## src/rtl/assert_macros.svh

```systemverilog
`ifndef ASSERT_MACROS_SVH
`define ASSERT_MACROS_SVH

// concurrent check on the block clock, off while reset is held
`define ASSERT_CLK(label, prop, msg) \
    label: assert property (@(posedge clk) disable iff (!rst_n) prop) \
        else $error(msg);

// implication form of the check above
`define ASSERT_IMPLY(label, ante, cons, msg) \
    `ASSERT_CLK(label, (ante) |-> (cons), msg)

`endif

```

## src/rtl/heq_pkg.sv

```systemverilog
`default_nettype none

package heq_pkg;

    localparam int BINS       = 256;
    localparam int BIN_W      = $clog2(BINS);
    localparam int PIX_W      = 8;
    localparam int CNT_W      = 23;
    localparam int NUM_W      = 32;
    localparam int DEN_W      = CNT_W + 1;
    localparam int Q_W        = 8;
    localparam int STEP_W     = $clog2(Q_W);

    localparam logic [CNT_W-1:0] MAX_PIXELS = CNT_W'(4194304);
    localparam logic [BIN_W-1:0] LAST_BIN   = BIN_W'(BINS - 1);

    typedef enum logic [0:0] {
        OP_COUNT = 1'b0,
        OP_MAP   = 1'b1
    } op_t;

    typedef enum logic [3:0] {
        S_CLEAR,
        S_IDLE,
        S_CNT_WR,
        S_MAP,
        S_B_RD,
        S_B_ACC,
        S_B_LOAD,
        S_B_DIV
    } state_t;

    typedef struct packed {
        logic busy;
        logic done;
    } div_sts_t;

endpackage

`default_nettype wire

```

## src/rtl/heq_divider.sv

```systemverilog
`default_nettype none

module heq_divider (
    input  wire logic                         clk,
    input  wire logic                         rst_n,
    input  wire logic                         start,
    input  wire logic [heq_pkg::NUM_W-1:0]    numer,
    input  wire logic [heq_pkg::DEN_W-1:0]    denom,
    output heq_pkg::div_sts_t                 sts,
    output logic      [heq_pkg::Q_W-1:0]      quotient
);

    localparam int PAD_W = heq_pkg::NUM_W - heq_pkg::DEN_W - (heq_pkg::Q_W - 1);

    logic [heq_pkg::NUM_W-1:0]  rem_reg, rem_next;
    logic [heq_pkg::NUM_W-1:0]  dsh_reg, dsh_next;
    logic [heq_pkg::Q_W-1:0]    q_reg, q_next;
    logic [heq_pkg::STEP_W-1:0] step_reg, step_next;
    logic                       busy_reg, busy_next;
    logic                       done_reg, done_next;
    logic                       fits;

    // restoring division, one quotient bit per cycle, msb first
    assign fits = (rem_reg >= dsh_reg);

    always_comb
    begin
        rem_next  = rem_reg;
        dsh_next  = dsh_reg;
        q_next    = q_reg;
        step_next = step_reg;
        busy_next = busy_reg;
        done_next = 1'b0;
        if (start)
        begin
            rem_next  = numer;
            dsh_next  = {{PAD_W{1'b0}}, denom, {(heq_pkg::Q_W - 1){1'b0}}};
            q_next    = '0;
            step_next = heq_pkg::STEP_W'(heq_pkg::Q_W - 1);
            busy_next = 1'b1;
        end
        else if (busy_reg)
        begin
            if (fits)
            begin
                rem_next = rem_reg - dsh_reg;
            end
            q_next    = {q_reg[heq_pkg::Q_W-2:0], fits};
            dsh_next  = dsh_reg >> 1;
            step_next = step_reg - 1'b1;
            if (step_reg == '0)
            begin
                busy_next = 1'b0;
                done_next = 1'b1;
            end
        end
    end

    always_ff @(posedge clk or negedge rst_n)
    begin
        if (!rst_n)
        begin
            busy_reg <= 1'b0;
            done_reg <= 1'b0;
            step_reg <= '0;
        end
        else
        begin
            busy_reg <= busy_next;
            done_reg <= done_next;
            step_reg <= step_next;
        end
    end

    always_ff @(posedge clk)
    begin
        rem_reg <= rem_next;
        dsh_reg <= dsh_next;
        q_reg   <= q_next;
    end

    assign sts.busy = busy_reg;
    assign sts.done = done_reg;
    assign quotient = q_reg;

endmodule

`default_nettype wire

```

## config.mk

```make
export PLATFORM = sky130hd
export DESIGN_NAME = heq_divider
export DESIGN_NICKNAME = d
export VERILOG_FILES = /design/src/rtl/assert_macros.svh /design/src/rtl/heq_pkg.sv /design/src/rtl/heq_divider.sv
export SDC_FILE = /design/constraint.sdc
export NUM_CORES = 1
export LEC_CHECK = 0
export BUFFER_PORTS_ARGS = -buffer_cell sky130_fd_sc_hd__buf_2
export CAP_MARGIN = 0
export CORE_MARGIN = 2
export CORE_UTILIZATION = 63
export DETAILED_ROUTE_END_ITERATION = 10
export PLACE_DENSITY = 0.95
export SLEW_MARGIN = 10
export SYNTH_ARGS = -nofsm -noshare
export SYNTH_HDL_FRONTEND = slang
export SYNTH_SLANG_ARGS = --single-unit
```

## constraint.sdc

```tcl
create_clock -name clk -period 8.8 [get_ports clk]
set_input_delay 1.76 -clock clk [delete_from_list [all_inputs] [get_ports clk]]
set_output_delay 1.76 -clock clk [all_outputs]
set_load 0.02 [all_outputs]
```

==> results by group, run 1 <==
Timing
  • Clock skew: 0.0100 ns
  • Crit path time final: 4.52 ns
  • Final setup vio count: 0
  • Worst Tran Pin Value: 1.14 ns
  • RSZ-0062 raised after global routing: false
  • Max Freq: 0.221 GHz
  • TNS Setup: 0 ns
  • Worst slew margin: 23.9%
  • Hold Vio Cnt, Final: 0
  • Fin crit share: 51.4%
  • Slew Limit Fails: 0
  • Final setup margin: 4.28 ns

Power and ir drop
  • Lkg Pwr: 0.00258 uW
  • Clock power frac: 14.7%
  • Seq pwr share: 29.7%
  • Peak supply drop: 0.169 mV
  • Power per cell area: 329 nW/um^2
  • Cell Int Power: 1050 uW
  • Switching power total: 828 uW
  • Logic gate share of total power: 55.6%
  • Sw Share: 44.2%

Detailed routing
  • DRT Pass-1 Iters: 6
  • DR WL/cell: 17.2 um
  • DRT Wirelength: 12.2 mm
  • DRC: 0
  • Via count: 4398
  • Post-DRT Antenna Nets: 0
  • Initial DRC count: 357
  • DR vias/cell: 6.19

Floorplanning
  • Core area: 7810 um^2
  • Starting density of the core: 65.9%
  • Width of the die: 94.3 um
  • Die ar.: 8900 um^2
  • Row count: 32
  • Die Ht: 94.3 um
  • Boundary Pins: 69

Logic synthesis
  • Asr flop ratio synth: 6.58%
  • Cell taking the most area after synthesis: edfxtp_1
  • Top cells by count, synth: nand2_1 (71), edfxtp_1 (56), inv_1 (44), nor2_1 (42), o21ai_0 (37)
  • Synth cell types: 66
  • Seq/Total Area, Yosys: 41.0%
  • Synthesized flop and latch total: 76
  • Syn Nets: 646
  • Cells after Synth: 553
  • Syn avg cell area: 9.30 um^2
  • Yosys top cell area share: 32.7%
  • Ys Warns: 0
  • Count leader, synth: nand2_1
  • Post-synth EDFFs: 56
  • Top_reg_cell synth: edfxtp_1
  • Top post-synthesis cells by area: edfxtp_1 (33%), ha_1 (8.0%), dfxtp_1 (5.8%)
  • Cell area after synthesis: 5140 um^2

Clocking
  • Hold_buf cts: 0
  • Worst-path clk slew: 0.09 ns
  • Clk Latency, worst-skew pair: 0.36 ns
  • Resize count post-CTS: 0
  • Root Driver: clkbuf_8
  • Num CTS Buffers: 9
  • Clock buffer depth: 2
  • H-tree lvl count: 3
  • CTS tree: yes
  • Clock sinks: 76
  • Setup Buffers After CTS: 0

Status
  • Status: complete, no violations

Job
  • Max_cap viols: 0

Finish
  • Max reg flops: 32
  • Final design utilization: 72.9%
  • Layout cells sized above 1: 17.4%
  • Final Cell Area: 5690 um^2
  • Antenna diode count: 0
  • Nets: 697
  • Area growth, synth to finish: 10.7%

Worst setup path
  • CP most frequent cell: buf_4
  • Worst-case reg-to-reg path depth: 4
  • Cell Chain, Critical Path: buf_4 -> inv_2 -> nand2_1 -> a21boi_2 -> buf_4
  • Slowest stage delay, CP: 0.90 ns
  • CP startpoint: start
  • Reg-to-reg slack, setup: 4.70 ns
  • Critical Path Source Type: input pin
  • Crit path kind: input pin to register
  • Critical path peak fanout: 44
  • Slowest CP cell: nand2_1
  • Reg2Reg Launch Point: busy_reg
  • Critical Path Sink: rem_reg[26]
  • Worst path required time: 8.85 ns
  • CP arrival: 4.57 ns
  • Worst reg2reg endpoint: rem_reg[26]
  • Critical Path End Type: register

Placed design
  • Placer Congestion: 0.899
  • HPWL after detailed placement: 9.03 mm
  • Cell area after placement: 5490 um^2
  • I/O Buffers: 68
  • DP Worst Slack: 3.91 ns

Global route
  • First-pass GRT wire length: 19.9 mm
  • GRT overflow: 0
  • Gr usage total: 28.7%
  • Initial antenna violation count: 0
  • Largest net degree at the start of global routing: 72
  • Vias in the first global route: 4219

Worst hold path
  • Worst Hold Class: register to register
  • Worst Hold Launch: quotient[7]
  • Worst Hold Depth: 2
==> worst min path at each step <==
stage / end
2_1_floorplan: dsh_reg[0]
4_1_cts: quotient[7]
6_report: quotient[7]
5_1_grt: quotient[7]
3_3_place_gp: quotient[7]
3_5_place_dp: quotient[7]
==> routing by layer <==
metal | wire (um) | vias to the layer above | share of wire, % | GRT usage (%)
li1 | - | 2104 | - | -
met1 | 5340 | 2040 | 44 | 38.6
met2 | 5760 | 220 | 47 | 47.2
met3 | 810 | 34 | 6.6 | 4.23
met4 | 300 | 0 | 2.5 | 10.9
met5 | 0 | - | 0 | 0
==> power by group through the flow <==
stage	combinational [uW]	sequential [uW]	clock, uW
finish	1040	557	275
detailed placement	1010	562	0
floorplan	794	555	0
CTS	1020	557	277
global placement	967	557	0
global route	1140	565	291
==> cells in the final DEF, fill, tap and decap left out, types with 11 or more instances in the layout <==
master,synthesis,final
edfxtp_1,56,56
inv_1,44,44
nand2_1,71,71
a22o_1,11,11
xnor2_1,14,14
a21o_1,16,16
buf_2,8,67
ha_1,33,33
o21ai_0,37,37
nor2_1,42,42
a21oi_1,29,29
mux2i_1,18,18
o31ai_1,16,16
dfxtp_1,15,15
==> critical path, delay by kind of cell <==
kind                   cells  cell delay [ns]
AOI/OAI and AO/OA          1             0.88
buffers and inverters      3             1.00
and+or+nand+nor            1             0.90
==> layout make-up <==
class                      count  area, um^2
timing repair buffer          70         358
sequential                    76        2110
multi-input combinational    402        2730
clock inverter                 6        50.0
clock buffer                  10         149
fill                         585        2120
tap                          102         128
inverter                      45         169
==> through the flow <==
stage	instances	hold WS, ns	total power [uW]
finish	711	0.496	1870
global route	711	0.550	2000
CTS	711	0.505	1850
detailed placement	695	0.483	1570
global placement	695	0.473	1520
floorplan	553	0.465	1350
==> cell families (layout without fill, tap and decap cells) <==
| group | after synthesis | count (layout) | synth area share [%] |
|---|---|---|---|
| buf+inv | 75 | 131 | 5.99 |
| compound gates | 163 | 163 | 22.7 |
| xor+xnor | 21 | 21 | 3.58 |
| simple gates | 164 | 164 | 14.4 |
| fa+ha+maj | 34 | 34 | 8.42 |
| flops | 76 | 76 | 41.0 |
| mux | 20 | 20 | 3.94 |
Power figures use the tool's default switching activity.
==> run 2, diff against run 1 <==
--- a/config.mk
+++ b/config.mk
@@ -8,9 +8,9 @@
 export BUFFER_PORTS_ARGS = -buffer_cell sky130_fd_sc_hd__buf_2
 export CAP_MARGIN = 0
 export CORE_MARGIN = 2
-export CORE_UTILIZATION = 63
+export CORE_UTILIZATION = 53
 export DETAILED_ROUTE_END_ITERATION = 10
-export PLACE_DENSITY = 0.95
+export PLACE_DENSITY = 0.86
 export SLEW_MARGIN = 10
 export SYNTH_ARGS = -nofsm -noshare
 export SYNTH_HDL_FRONTEND = slang
==> constraint.sdc (replaced) <==
create_clock -name clk -period 4.06 [get_ports clk]
set_input_delay 0.812 -clock clk [delete_from_list [all_inputs] [get_ports clk]]
set_output_delay 0.812 -clock clk [all_outputs]
set_load 0.02 [all_outputs]
==> results by group, run 2 (synthesis gave the netlist of run 1 again) <==
Detailed routing
  • DRT Pass-1 Iters: 5 (-1)
  • Post-DRT Antenna Nets: 0 (unchanged)
  • DRT Wirelength: 11.9 mm (-2.3%)
  • DRC: 0 (unchanged)
  • Initial DRC count: 298 (-17%)
  • DR WL/cell: 16.1 um (-6.1%)
  • DR vias/cell: 5.82 (-6.0%)
  • Via count: 4305 (-2.1%)

Global route
  • Vias in the first global route: 4139 (-1.9%)
  • Initial antenna violation count: 0 (unchanged)
  • GRT overflow: 0 (unchanged)
  • First-pass GRT wire length: 19.5 mm (-1.8%)
  • Largest net degree at the start of global routing: 64 (-11%)
  • Gr usage total: 23.7% (-4.9 points)

Worst setup path
  • Critical Path Source Type: register
  • Worst-case reg-to-reg path depth: 12 (+8)
  • Critical path peak fanout: 22 (-50%)
  • Worst reg2reg endpoint: rem_reg[16]
  • Slowest CP cell: a21boi_2
  • Crit path kind: register to register
  • Cell Chain, Critical Path: inv_1 -> ha_1 -> inv_1 -> fa_1 -> a21oi_1 -> o21ai_2 -> a21o_1 -> a31oi_2 -> o21bai_2 -> o21ai_0 -> a21boi_2 -> buf_4
  • Worst path required time: 4.10 ns (-4.75 ns)
  • CP startpoint: rem_reg[0]
  • WP buf/inv: 3 (unchanged)
  • Reg-to-reg slack, setup: 0.63 ns (-4.07 ns)
  • CP arrival: 3.48 ns (-1.09 ns)
  • Slowest stage delay, CP: 0.60 ns (-0.30 ns)
  • CP top delay family: compound AO/OA/AOI/OAI gates
  • CP most frequent cell: inv_1
  • Reg2Reg Launch Point: rem_reg[0]
  • Critical Path End Type: register

Clocking
  • H-tree lvl count: 3 (unchanged)
  • Resize count post-CTS: 0 (unchanged)
  • Clock buffer depth: 2 (unchanged)
  • Setup Buffers After CTS: 0 (unchanged)
  • Worst-path clk slew: 0.09 ns (about the same)
  • Clk Latency, worst-skew pair: 0.37 ns (about the same)
  • Hold_buf cts: 0 (unchanged)
  • Clock sinks: 76 (unchanged)
  • CTS tree: yes
  • Num CTS Buffers: 9 (unchanged)
  • Root Driver: clkbuf_8

Power and ir drop
  • Power per cell area: 697 nW/um^2 (+110%)
  • Lkg Pwr: 0.00258 uW (about the same)
  • Peak supply drop: 0.322 mV (+91%)

Timing
  • Worst slew margin: 49.8% (+26 points)
  • Max Freq: 0.291 GHz
  • TNS Setup: 0 ns (unchanged)
  • Slew Limit Fails: 0 (unchanged)
  • RSZ-0062 raised after global routing: false
  • Worst Tran Pin Value: 0.751 ns (-0.389 ns)
  • Crit path time final: 3.43 ns
  • Clock skew: 0.0113 ns (+0.00127 ns)
  • Fin crit share: 84.6%
  • Final setup vio count: 0 (unchanged)
  • Hold Vio Cnt, Final: 0 (unchanged)

Finish
  • Fillcell total: 793 (+36%)
  • Max reg flops: 32 (unchanged)
  • Layout cells sized above 1: 17.7% (+0.27 points)
  • Antenna diode count: 0 (unchanged)
  • Final non-filler cell total: 740 (+4.1%)
  • Nets: 699 (+0.29%)
  • Area growth, synth to finish: 11.5%
  • Most common cell after layout, fill and taps aside: nand2_1
  • Commonest cells after routing, fill and taps aside: nand2_1 (71), buf_2 (67), edfxtp_1 (56)

Floorplanning
  • Boundary Pins: 69 (unchanged)
  • Width of the die: 103 um (+8.6%)
  • Starting density of the core: 55.1% (-11 points)
  • Die ar.: 10500 um^2 (+18%)
  • Core area: 9330 um^2 (+19%)
  • Die Ht: 103 um (+8.6%)
  • Row count: 35 (+9.4%)

Worst hold path
  • Worst Hold Class: input pin to asynchronous set/reset pin

Placed design
  • HPWL after detailed placement: 8.78 mm (-2.8%)
  • I/O Buffers: 68 (unchanged)
  • Placed Cells: 724 (+4.2%)
  • Placer Congestion: 0.992 (+10%)

Status
  • Status: complete, no violations

Job
  • Max_cap viols: 0 (unchanged)
==> run 2: per-layer routing <==
layer / GRT usage (%) / wire length, um
met5: 0 / 0
met4: 8.82 / 244
met3: 4.07 / 843
met2: 38.0 / 5410
met1: 32.5 / 5440
==> run 2: worst max path at each step <==
stage	to	slack, ns	depth (start not counted)
floorplan	rem_reg[0]	0.39	11
global placement	rem_reg[14]	0.83	12
detailed placement	rem_reg[15]	0.65	12
CTS	rem_reg[16]	0.63	12
global route	rem_reg[16]	0.34	12
finish	rem_reg[16]	0.63	12
==> run 2: per-stage QoR <==
step / hold slack (ns) / worst slack [ns] / util, % / instance area (um^2) / total power, uW
4_1_cts: 0.230 / 0.632 / 61.4 / 5730 / 3970
2_1_floorplan: 0.465 / 0.388 / - / 5140 / 2920
3_3_place_gp: 0.469 / 0.831 / 59.4 / 5540 / 3300
3_5_place_dp: 0.488 / 0.647 / 59.4 / 5540 / 3370
5_1_grt: 0.228 / 0.338 / 61.4 / 5730 / 4280
6_report: 0.233 / 0.627 / 61.4 / 5730 / 3990
==> run 2: layout make-up <==
class	instances	area, um^2	area share (%)
Sequential cell	76	2110	36.8
Inverter	45	169	2.95
Clock inverter	7	66.3	1.16
Tap cell	129	161	2.82
Clock buffer	9	124	2.16
Timing Repair Buffer	72	373	6.51
Multi-Input combinational cell	402	2730	47.7
==> run 2: report_power, final <==
group	leakage, uW	switching (uW)	internal, uW	total, uW
Clock	0.0000991	343	240	584
Combinational	0.00171	1330	880	2210
Sequential	0.000776	83.7	1110	1200
==> run 2: worst register-to-register path: stages, from the launching register on <==
cell and delay (ns):
edfxtp_1 0.33, inv_1 0.05, ha_1 0.21, inv_1 0.08, fa_1 0.21, a21oi_1 0.11, o21ai_2 0.24, a21o_1 0.22
a31oi_2 0.18, o21bai_2 0.27, o21ai_0 0.19, a21boi_2 0.60, buf_4 0.43
